File: config.mk
export PLATFORM = sky130hd
export DESIGN_NAME = vector_distance_metric
export DESIGN_NICKNAME = d
export VERILOG_FILES = /design/src/hdl/vdm_pkg.sv /design/src/hdl/vector_distance_metric.sv
export VERILOG_INCLUDE_DIRS = /design/src /design/src/hdl
export SDC_FILE = /design/constraint.sdc
export NUM_CORES = 1
export LEC_CHECK = 0
export ABC_CLOCK_PERIOD_IN_PS = 12400
export BUFFER_PORTS_ARGS = -buffer_cell sky130_fd_sc_hd__buf_2
export CORE_AREA = 2 2 256 258
export CTS_CLUSTER_SIZE = 12
export DETAILED_ROUTE_END_ITERATION = 8
export DIE_AREA = 0 0 258 260
export GPL_TIMING_DRIVEN = 0
export PLACE_DENSITY_LB_ADDON = 0.25
export SYNTH_ARGS = -nofsm -noshare
export SYNTH_HDL_FRONTEND = slang
export SYNTH_SLANG_ARGS = --single-unit
File: constraint.sdc
create_clock -name clk_i -period 12.4 [get_ports clk_i]
set_clock_uncertainty 0.2 [all_clocks]
set_input_delay 3.72 -clock clk_i [delete_from_list [all_inputs] [get_ports clk_i]]
set_output_delay 3.72 -clock clk_i [all_outputs]
set_load 0.05 [all_outputs]
File: src/hdl/assert_macros.svh
// ----------------------------------------------------------------------------
// assert_macros.svh
// Concurrent assertion helpers shared by the RTL.
// ----------------------------------------------------------------------------
`ifndef ASSERT_MACROS_SVH
`define ASSERT_MACROS_SVH

// Same-cycle implication, disabled while reset is asserted
`define ASSERT_IMPL(label, clk, rst_n, ante, cons, msg) \
  label: assert property (@(posedge clk) disable iff (!rst_n) (ante) |-> (cons)) \
    else $error(msg);

// Next-cycle implication, disabled while reset is asserted
`define ASSERT_NEXT(label, clk, rst_n, ante, cons, msg) \
  label: assert property (@(posedge clk) disable iff (!rst_n) (ante) |=> (cons)) \
    else $error(msg);

`endif

File: src/hdl/vdm_pkg.sv
// ----------------------------------------------------------------------------
// vdm_pkg
// Types and constants of the vector distance metric block.
// ----------------------------------------------------------------------------
package vdm_pkg;

  // Field and datapath widths
  localparam int unsigned FeatW = 16;  // feature element width
  localparam int unsigned DiffW = 17;  // signed difference of two features
  localparam int unsigned AbsW  = 16;  // magnitude of the difference
  localparam int unsigned TermW = 32;  // squared magnitude
  localparam int unsigned SumW  = 41;  // running accumulator
  localparam int unsigned AluW  = 42;  // shared adder, top bit is carry/borrow
  localparam int unsigned DistW = 24;  // result field

  localparam logic [SumW-1:0]  SumMax  = {SumW{1'b1}};
  localparam logic [DistW-1:0] DistMax = {DistW{1'b1}};

  // Metric register codes
  typedef enum logic [1:0] {
    METRIC_EUCLID    = 2'd0,
    METRIC_CITY      = 2'd1,
    METRIC_DIFFCOUNT = 2'd2,
    METRIC_MAXDIFF   = 2'd3
  } metric_e;

  // Sequencer states
  typedef enum logic [2:0] {
    S_IDLE,
    S_DIFF,
    S_ABS,
    S_SQR,
    S_FOLD,
    S_ROOT,
    S_EMIT
  } vdm_state_e;

endpackage

File: src/hdl/vector_distance_metric.sv
// ----------------------------------------------------------------------------
// vector_distance_metric
// Streaming distance between two feature vectors, one element pair per item.
// ----------------------------------------------------------------------------
// Usage:
//   Input channel (in_valid_i / in_stall_o) carries one element pair per item
//   with last_pair_i set on the final pair of the vectors. Output channel
//   (out_valid_o / out_stall_i) carries one distance per vector pair. The
//   metric is written through cfg_valid_i / cfg_ready_o / cfg_data_i; ready
//   is high only while idle with no item offered.
// Datapath:
//   Difference, magnitude, fold and root share one 42-bit add/subtract unit
//   under a small sequencer; the square is one 16x16 multiply. A non-last
//   pair passes the difference, magnitude, square and fold steps before the
//   block goes idle and accepts the next pair. A last pair adds an emit
//   step, and in Euclidean mode a bit-pair square-root loop on the same adder
//   before it. The emit step loads the distance into the output register.
// Reset:
//   Clears the accumulator, the metric register (Euclidean) and the output
//   valid flag.
// Stall:
//   A valid distance holds in the output register while out_stall_i is high;
//   the next item may be accepted and folded meanwhile, and its result waits
//   in the emit step until the register frees up.
// ----------------------------------------------------------------------------
`include "assert_macros.svh"

module vector_distance_metric (
  input  logic                            clk_i,
  input  logic                            rst_ni,
  // configuration write
  input  logic                            cfg_valid_i,
  output logic                            cfg_ready_o,
  input  logic [1:0]                      cfg_data_i,
  // element pair input
  input  logic                            in_valid_i,
  output logic                            in_stall_o,
  input  logic signed [vdm_pkg::FeatW-1:0] first_value_i,
  input  logic signed [vdm_pkg::FeatW-1:0] second_value_i,
  input  logic                            last_pair_i,
  // distance output
  output logic                            out_valid_o,
  input  logic                            out_stall_i,
  output logic [vdm_pkg::DistW-1:0]       distance_o
);

  // Control state
  vdm_pkg::vdm_state_e state_q, state_d;
  vdm_pkg::metric_e    mode_q;
  logic                out_valid_q, out_valid_d;
  logic [vdm_pkg::SumW-1:0] sum_q, sum_d;

  // Datapath registers
  logic signed [vdm_pkg::FeatW-1:0] a_q, b_q;
  logic                             last_q;
  logic signed [vdm_pkg::DiffW-1:0] diff_q, diff_d;
  logic [vdm_pkg::AbsW-1:0]         ad_q, ad_d;
  logic [vdm_pkg::TermW-1:0]        term_q, term_d;
  logic [vdm_pkg::SumW-1:0]         root_q, root_d;
  logic [vdm_pkg::SumW-1:0]         bit_q, bit_d;
  logic [vdm_pkg::DistW-1:0]        res_q, res_d;
  logic [vdm_pkg::DistW-1:0]        dist_q;

  // Shared add/subtract unit
  logic [vdm_pkg::AluW-1:0] alu_a, alu_b, alu_res;
  logic                     alu_sub;

  logic in_fire;
  logic emit_fire;
  logic [vdm_pkg::SumW-1:0] fold_sum;

  assign alu_res = alu_sub ? (alu_a - alu_b) : (alu_a + alu_b);

  assign in_stall_o  = (state_q != vdm_pkg::S_IDLE);
  assign in_fire     = in_valid_i && !in_stall_o;
  assign emit_fire   = !out_valid_q || !out_stall_i;
  assign cfg_ready_o = (state_q == vdm_pkg::S_IDLE) && !in_valid_i;
  assign out_valid_o = out_valid_q;
  assign distance_o  = dist_q;

  // Next state
  always_comb begin
    state_d = state_q;
    unique case (state_q)
      vdm_pkg::S_IDLE: if (in_fire) state_d = vdm_pkg::S_DIFF;
      vdm_pkg::S_DIFF: state_d = vdm_pkg::S_ABS;
      vdm_pkg::S_ABS:  state_d = vdm_pkg::S_SQR;
      vdm_pkg::S_SQR:  state_d = vdm_pkg::S_FOLD;
      vdm_pkg::S_FOLD: begin
        if (!last_q) begin
          state_d = vdm_pkg::S_IDLE;
        end else if (mode_q == vdm_pkg::METRIC_EUCLID) begin
          state_d = vdm_pkg::S_ROOT;
        end else begin
          state_d = vdm_pkg::S_EMIT;
        end
      end
      vdm_pkg::S_ROOT: if (bit_q[0]) state_d = vdm_pkg::S_EMIT;
      vdm_pkg::S_EMIT: if (emit_fire) state_d = vdm_pkg::S_IDLE;
      default:         state_d = vdm_pkg::S_IDLE;
    endcase
  end

  // Datapath control: drive the shared unit and the next register values
  always_comb begin
    alu_a    = '0;
    alu_b    = '0;
    alu_sub  = 1'b0;
    sum_d    = sum_q;
    diff_d   = diff_q;
    ad_d     = ad_q;
    term_d   = term_q;
    root_d   = root_q;
    bit_d    = bit_q;
    res_d    = res_q;
    fold_sum = sum_q;
    unique case (state_q)
      vdm_pkg::S_DIFF: begin
        // signed difference of the two features
        alu_a   = {{(vdm_pkg::AluW-vdm_pkg::FeatW){a_q[vdm_pkg::FeatW-1]}}, a_q};
        alu_b   = {{(vdm_pkg::AluW-vdm_pkg::FeatW){b_q[vdm_pkg::FeatW-1]}}, b_q};
        alu_sub = 1'b1;
        diff_d  = alu_res[vdm_pkg::DiffW-1:0];
      end
      vdm_pkg::S_ABS: begin
        // magnitude: negate a negative difference
        if (diff_q[vdm_pkg::DiffW-1]) begin
          alu_b   = {{(vdm_pkg::AluW-vdm_pkg::DiffW){1'b1}}, diff_q};
          alu_sub = 1'b1;
        end else begin
          alu_a   = {{(vdm_pkg::AluW-vdm_pkg::DiffW){1'b0}}, diff_q};
        end
        ad_d = alu_res[vdm_pkg::AbsW-1:0];
      end
      vdm_pkg::S_SQR: begin
        // per-metric term of this pair
        unique case (mode_q)
          vdm_pkg::METRIC_EUCLID:    term_d = ad_q * ad_q;
          vdm_pkg::METRIC_DIFFCOUNT: term_d = vdm_pkg::TermW'(ad_q != '0);
          default:                   term_d = vdm_pkg::TermW'(ad_q);
        endcase
      end
      vdm_pkg::S_FOLD: begin
        alu_a = {1'b0, sum_q};
        alu_b = vdm_pkg::AluW'(term_q);
        if (mode_q == vdm_pkg::METRIC_MAXDIFF) begin
          // keep the larger of the running maximum and the new magnitude
          alu_sub  = 1'b1;
          fold_sum = alu_res[vdm_pkg::AluW-1] ? vdm_pkg::SumW'(term_q) : sum_q;
        end else begin
          // saturating accumulate
          fold_sum = alu_res[vdm_pkg::AluW-1] ? vdm_pkg::SumMax
                                              : alu_res[vdm_pkg::SumW-1:0];
        end
        sum_d = fold_sum;
        if (last_q) begin
          if (mode_q == vdm_pkg::METRIC_EUCLID) begin
            // start the root loop on the finished sum
            root_d = '0;
            bit_d  = {1'b1, {(vdm_pkg::SumW-1){1'b0}}};
          end else begin
            res_d = (|fold_sum[vdm_pkg::SumW-1:vdm_pkg::DistW]) ? vdm_pkg::DistMax
                                                              : fold_sum[vdm_pkg::DistW-1:0];
            sum_d = '0;
          end
        end
      end
      vdm_pkg::S_ROOT: begin
        // one bit-pair step of the floor square root, remainder kept in sum_q
        alu_a   = {1'b0, sum_q};
        alu_b   = {1'b0, root_q | bit_q};
        alu_sub = 1'b1;
        if (!alu_res[vdm_pkg::AluW-1]) begin
          sum_d  = alu_res[vdm_pkg::SumW-1:0];
          root_d = (root_q >> 1) | bit_q;
        end else begin
          root_d = root_q >> 1;
        end
        bit_d = bit_q >> 2;
        if (bit_q[0]) begin
          res_d = root_d[vdm_pkg::DistW-1:0];
          sum_d = '0;
        end
      end
      default: ;
    endcase
  end

  // Output register: load on emit, drop once taken
  assign out_valid_d = ((state_q == vdm_pkg::S_EMIT) && emit_fire) ||
                       (out_valid_q && out_stall_i);

  // Control registers
  always_ff @(posedge clk_i or negedge rst_ni) begin
    if (!rst_ni) begin
      state_q     <= vdm_pkg::S_IDLE;
      mode_q      <= vdm_pkg::METRIC_EUCLID;
      out_valid_q <= 1'b0;
      sum_q       <= '0;
    end else begin
      state_q     <= state_d;
      out_valid_q <= out_valid_d;
      sum_q       <= sum_d;
      if (cfg_valid_i && cfg_ready_o) begin
        mode_q <= vdm_pkg::metric_e'(cfg_data_i);
      end
    end
  end

  // Payload registers
  always_ff @(posedge clk_i) begin
    if (in_fire) begin
      a_q    <= first_value_i;
      b_q    <= second_value_i;
      last_q <= last_pair_i;
    end
    diff_q <= diff_d;
    ad_q   <= ad_d;
    term_q <= term_d;
    root_q <= root_d;
    bit_q  <= bit_d;
    res_q  <= res_d;
    if ((state_q == vdm_pkg::S_EMIT) && emit_fire) begin
      dist_q <= res_q;
    end
  end

  // Checks
  `ASSERT_IMPL(a_root_bit_onehot, clk_i, rst_ni, state_q == vdm_pkg::S_ROOT,
               $onehot(bit_q), "root step bit is not one-hot")
  `ASSERT_IMPL(a_sum_cleared_at_emit, clk_i, rst_ni, state_q == vdm_pkg::S_EMIT,
               sum_q == '0, "accumulator not cleared before emit")
  `ASSERT_NEXT(a_emit_loads_output, clk_i, rst_ni,
               (state_q == vdm_pkg::S_EMIT) && !(out_valid_q && out_stall_i),
               out_valid_q && (state_q == vdm_pkg::S_IDLE), "emit did not load output")

endmodule

==> reports/metrics.yaml <==
detailed_routing:
  routed_wl_microns: 72800
  wl_per_cell_microns: 22.2
  drc_errors: 0
  drt-vias-per-instance: 5.53
  firstDrtPassIters: 7
  ant_nets: 0
  drt_iter0_markers: 1719
  num_vias: 18100
floorplanning:
  top_level_ports: 67
  initial_core_util_pct: 34.7
  core-area_sq_um: 64100
  die_area_sq_um: 67100
  row_count: 93
  fp.dieW_microns: 258
  die_y_microns: 260
yosys:
  syn_nets: 2650
  yosysWarningCount: 0
  netlist-cell-type-count: 89
  syn_avg_cell_area_sq_um: 9.66
  syn_area_sq_um: 22200
  ys_ff_latch: 255
  synth_edf_count: 208
  yosysSeqAreaShare_pct: 33.4
  ys.flop_type: "edfxtp_1"
  async_flop_share_pct: 18.4
  synth_cells: 2302
sta:
  maxSlewViolCount: 0
  fmax_mhz: 97.3
  worstMarginPinSlew_ns: 1.42
  hold_viol_final: 0
  rsz0062_at_grt: "false"
  fin_crit_sh_pct: 82.9
  relSlewSlack_pct: 4.35
  layout_min_cycle_time_ns: 10.28
  finalSetupViolations: 0
  tns_ns: 0
cts:
  cts_buffer_depth: 3
  clock-sinks: 255
  clkTransAtPathRegs_ns: 0.06
  postCtsSetupBuffers: 0
  cts_htree_levels: 1
  clk_latency_ns: 0.58
  cts_buffers: 29
  cts-root-buf: "clkbuf_16"
  ctsResizeCount: 0
  cts_tree: "built"
  cts_hold_buf: 0
setup_path:
  crit_arrival_ns: 10.53
  cp_max_fo: 10
  worst_path_max_delay_cell: "a2111oi_1"
  required_ns: 12.65
  crit_top_cell: "buf_2"
  max_stage_delay_ns: 0.92
  end_kind: "flip-flop"
  worstSetupStartpointType: "flip-flop"
  critical_path_class: "flip-flop to flip-flop"
global_routing:
  grt_max_degree: 48
  grt_pass1_wl_microns: 112000
  grt_use_total_pct: 21.7
  antenna_found_initial: 4
  grt-ovfl-total: 0
  grt_pass1_vias: 18600
layout:
  nets: 2751
  fin_util_pct: 38.5
  area_delta_synth_final_pct: 11.0
  insertedDiodeCount: 0
  drive_gt1_share_pct: 7.26
placement:
  io_buffers: 66
  hpwl_microns: 57600
  place_congestion: 0.958
outcome:
  status: "finished clean"
flow_run:
  max_cap_viol_count: 0
worst_hold_path:
  hp-class: "flip-flop to flip-flop"
## kinds of logic (layout without fill, tap and decap cells)
group                    Yosys count  in the layout  share of synthesized area (%)
multiplexers                      42             42                           1.94
AND/OR/NAND/NOR                  616            616                           13.3
AO/OA/AOI/OAI                    577            577                           17.6
buffers and inverters            413            534                           7.30
adder cells (fa/ha/maj)          308            308                           22.9
flip-flops                       255            255                           33.4
XOR/XNOR                          91             91                           3.58
## final cells by class
type	instances	area (sq um)
sequential	255	7420
timing repair buffer	70	403
clock inverter	17	213
inverter	291	1090
fill	6404	39400
multi-input combinational	1634	13200
tap	855	1070
clock buffer	34	744
buffer	122	532
## cells in the mapped netlist (all sizes together), types with 23 or more instances
library cell / number / area, sq um
fa: 165 / 3300
nor2: 198 / 743
dfrtp: 47 / 1180
inv: 290 / 1090
a22oi: 23 / 173
and2: 60 / 375
and3: 50 / 313
nand3: 27 / 135
xor2: 42 / 368
a21oi: 177 / 890
edfxtp: 208 / 6250
mux2i: 34 / 340
o21ai: 92 / 464
a31oi: 23 / 150
ha: 143 / 1790
o21a: 25 / 188
buf: 29 / 181
a21o: 56 / 420
nor3: 31 / 160
xnor2: 49 / 429
nand2: 159 / 597
clkbuf: 93 / 349
## path summary, 6_finish.rpt
path | slack [ns] | to | from | depth (start not counted)
worst max-delay path | 2.12 | sum_q[12] | state_q[0] | 31
worst min-delay path | 0.21 | distance_o[10] | res_q[10] | 0
worst max register to register | 2.12 | sum_q[12] | state_q[0] | 31
worst min register to register | 0.21 | distance_o[10] | res_q[10] | 0
max in group asynchronous | 8.46 | sum_q[8] | rst_ni | 1
min in group asynchronous | 3.00 | sum_q[38] | rst_ni | 1
## stage by stage
step                instance area [sq um]  setup slack [ns]  hold WS, ns  std cells
floorplan                           22200              4.05        0.200       2302
global placement                    23600              2.41        0.202       3223
detailed placement                  23700              2.35        0.205       3227
CTS                                 24700              2.34        0.212       3278
global route                        24700              1.77        0.218       3278
finish                              24700              2.12        0.212       3278
## layout by cell type (no fill, tap or decap), types with 25 or more instances in the layout
cell type and instances:
xnor2_1 49, nand3_1 27, and2_1 60, inv_1 289
o21a_1 25, and3_1 49, nor3_1 30, fa_1 165
o21ai_0 91, buf_2 75, dfrtp_1 47, clkbuf_16 29
nor2_1 193, a21o_1 56, edfxtp_1 208, xor2_1 42
a21oi_1 176, ha_1 143, mux2i_1 34, nand2_1 159
clkbuf_1 97
## per-layer routing
layer	vias to the layer above	part of all wire [%]	GRT usage (%)
met5	-	0.029	0
met4	4	3.4	7.21
met3	137	7.6	2.22
met2	752	46	35.9
met1	9001	43	29.7
li1	8238	-	-
## state kept, by name, indices dropped and copies added, names as in the netlist, 3 cells and up
register    flops
a_q            16
term_q         32
distance_o     24
state_q         3
ad_q           16
b_q            16
diff_q         17
res_q          24
bit_q          21
root_q         41
sum_q          41
## worst max-delay path, delay by kind of cell, from the launching register on
kind | cells | cell delay (ns)
AOI/OAI and AO/OA | 10 | 4.07
and+or+nand+nor | 10 | 2.74
buffers and inverters | 8 | 2.09
DFF | 1 | 0.49
xor gates and xnor gates | 1 | 0.16
adders and majority gates | 2 | 0.40
Power is not shown: default switching activity piles up to over one toggle a cycle in this logic, so the estimate is an artifact.
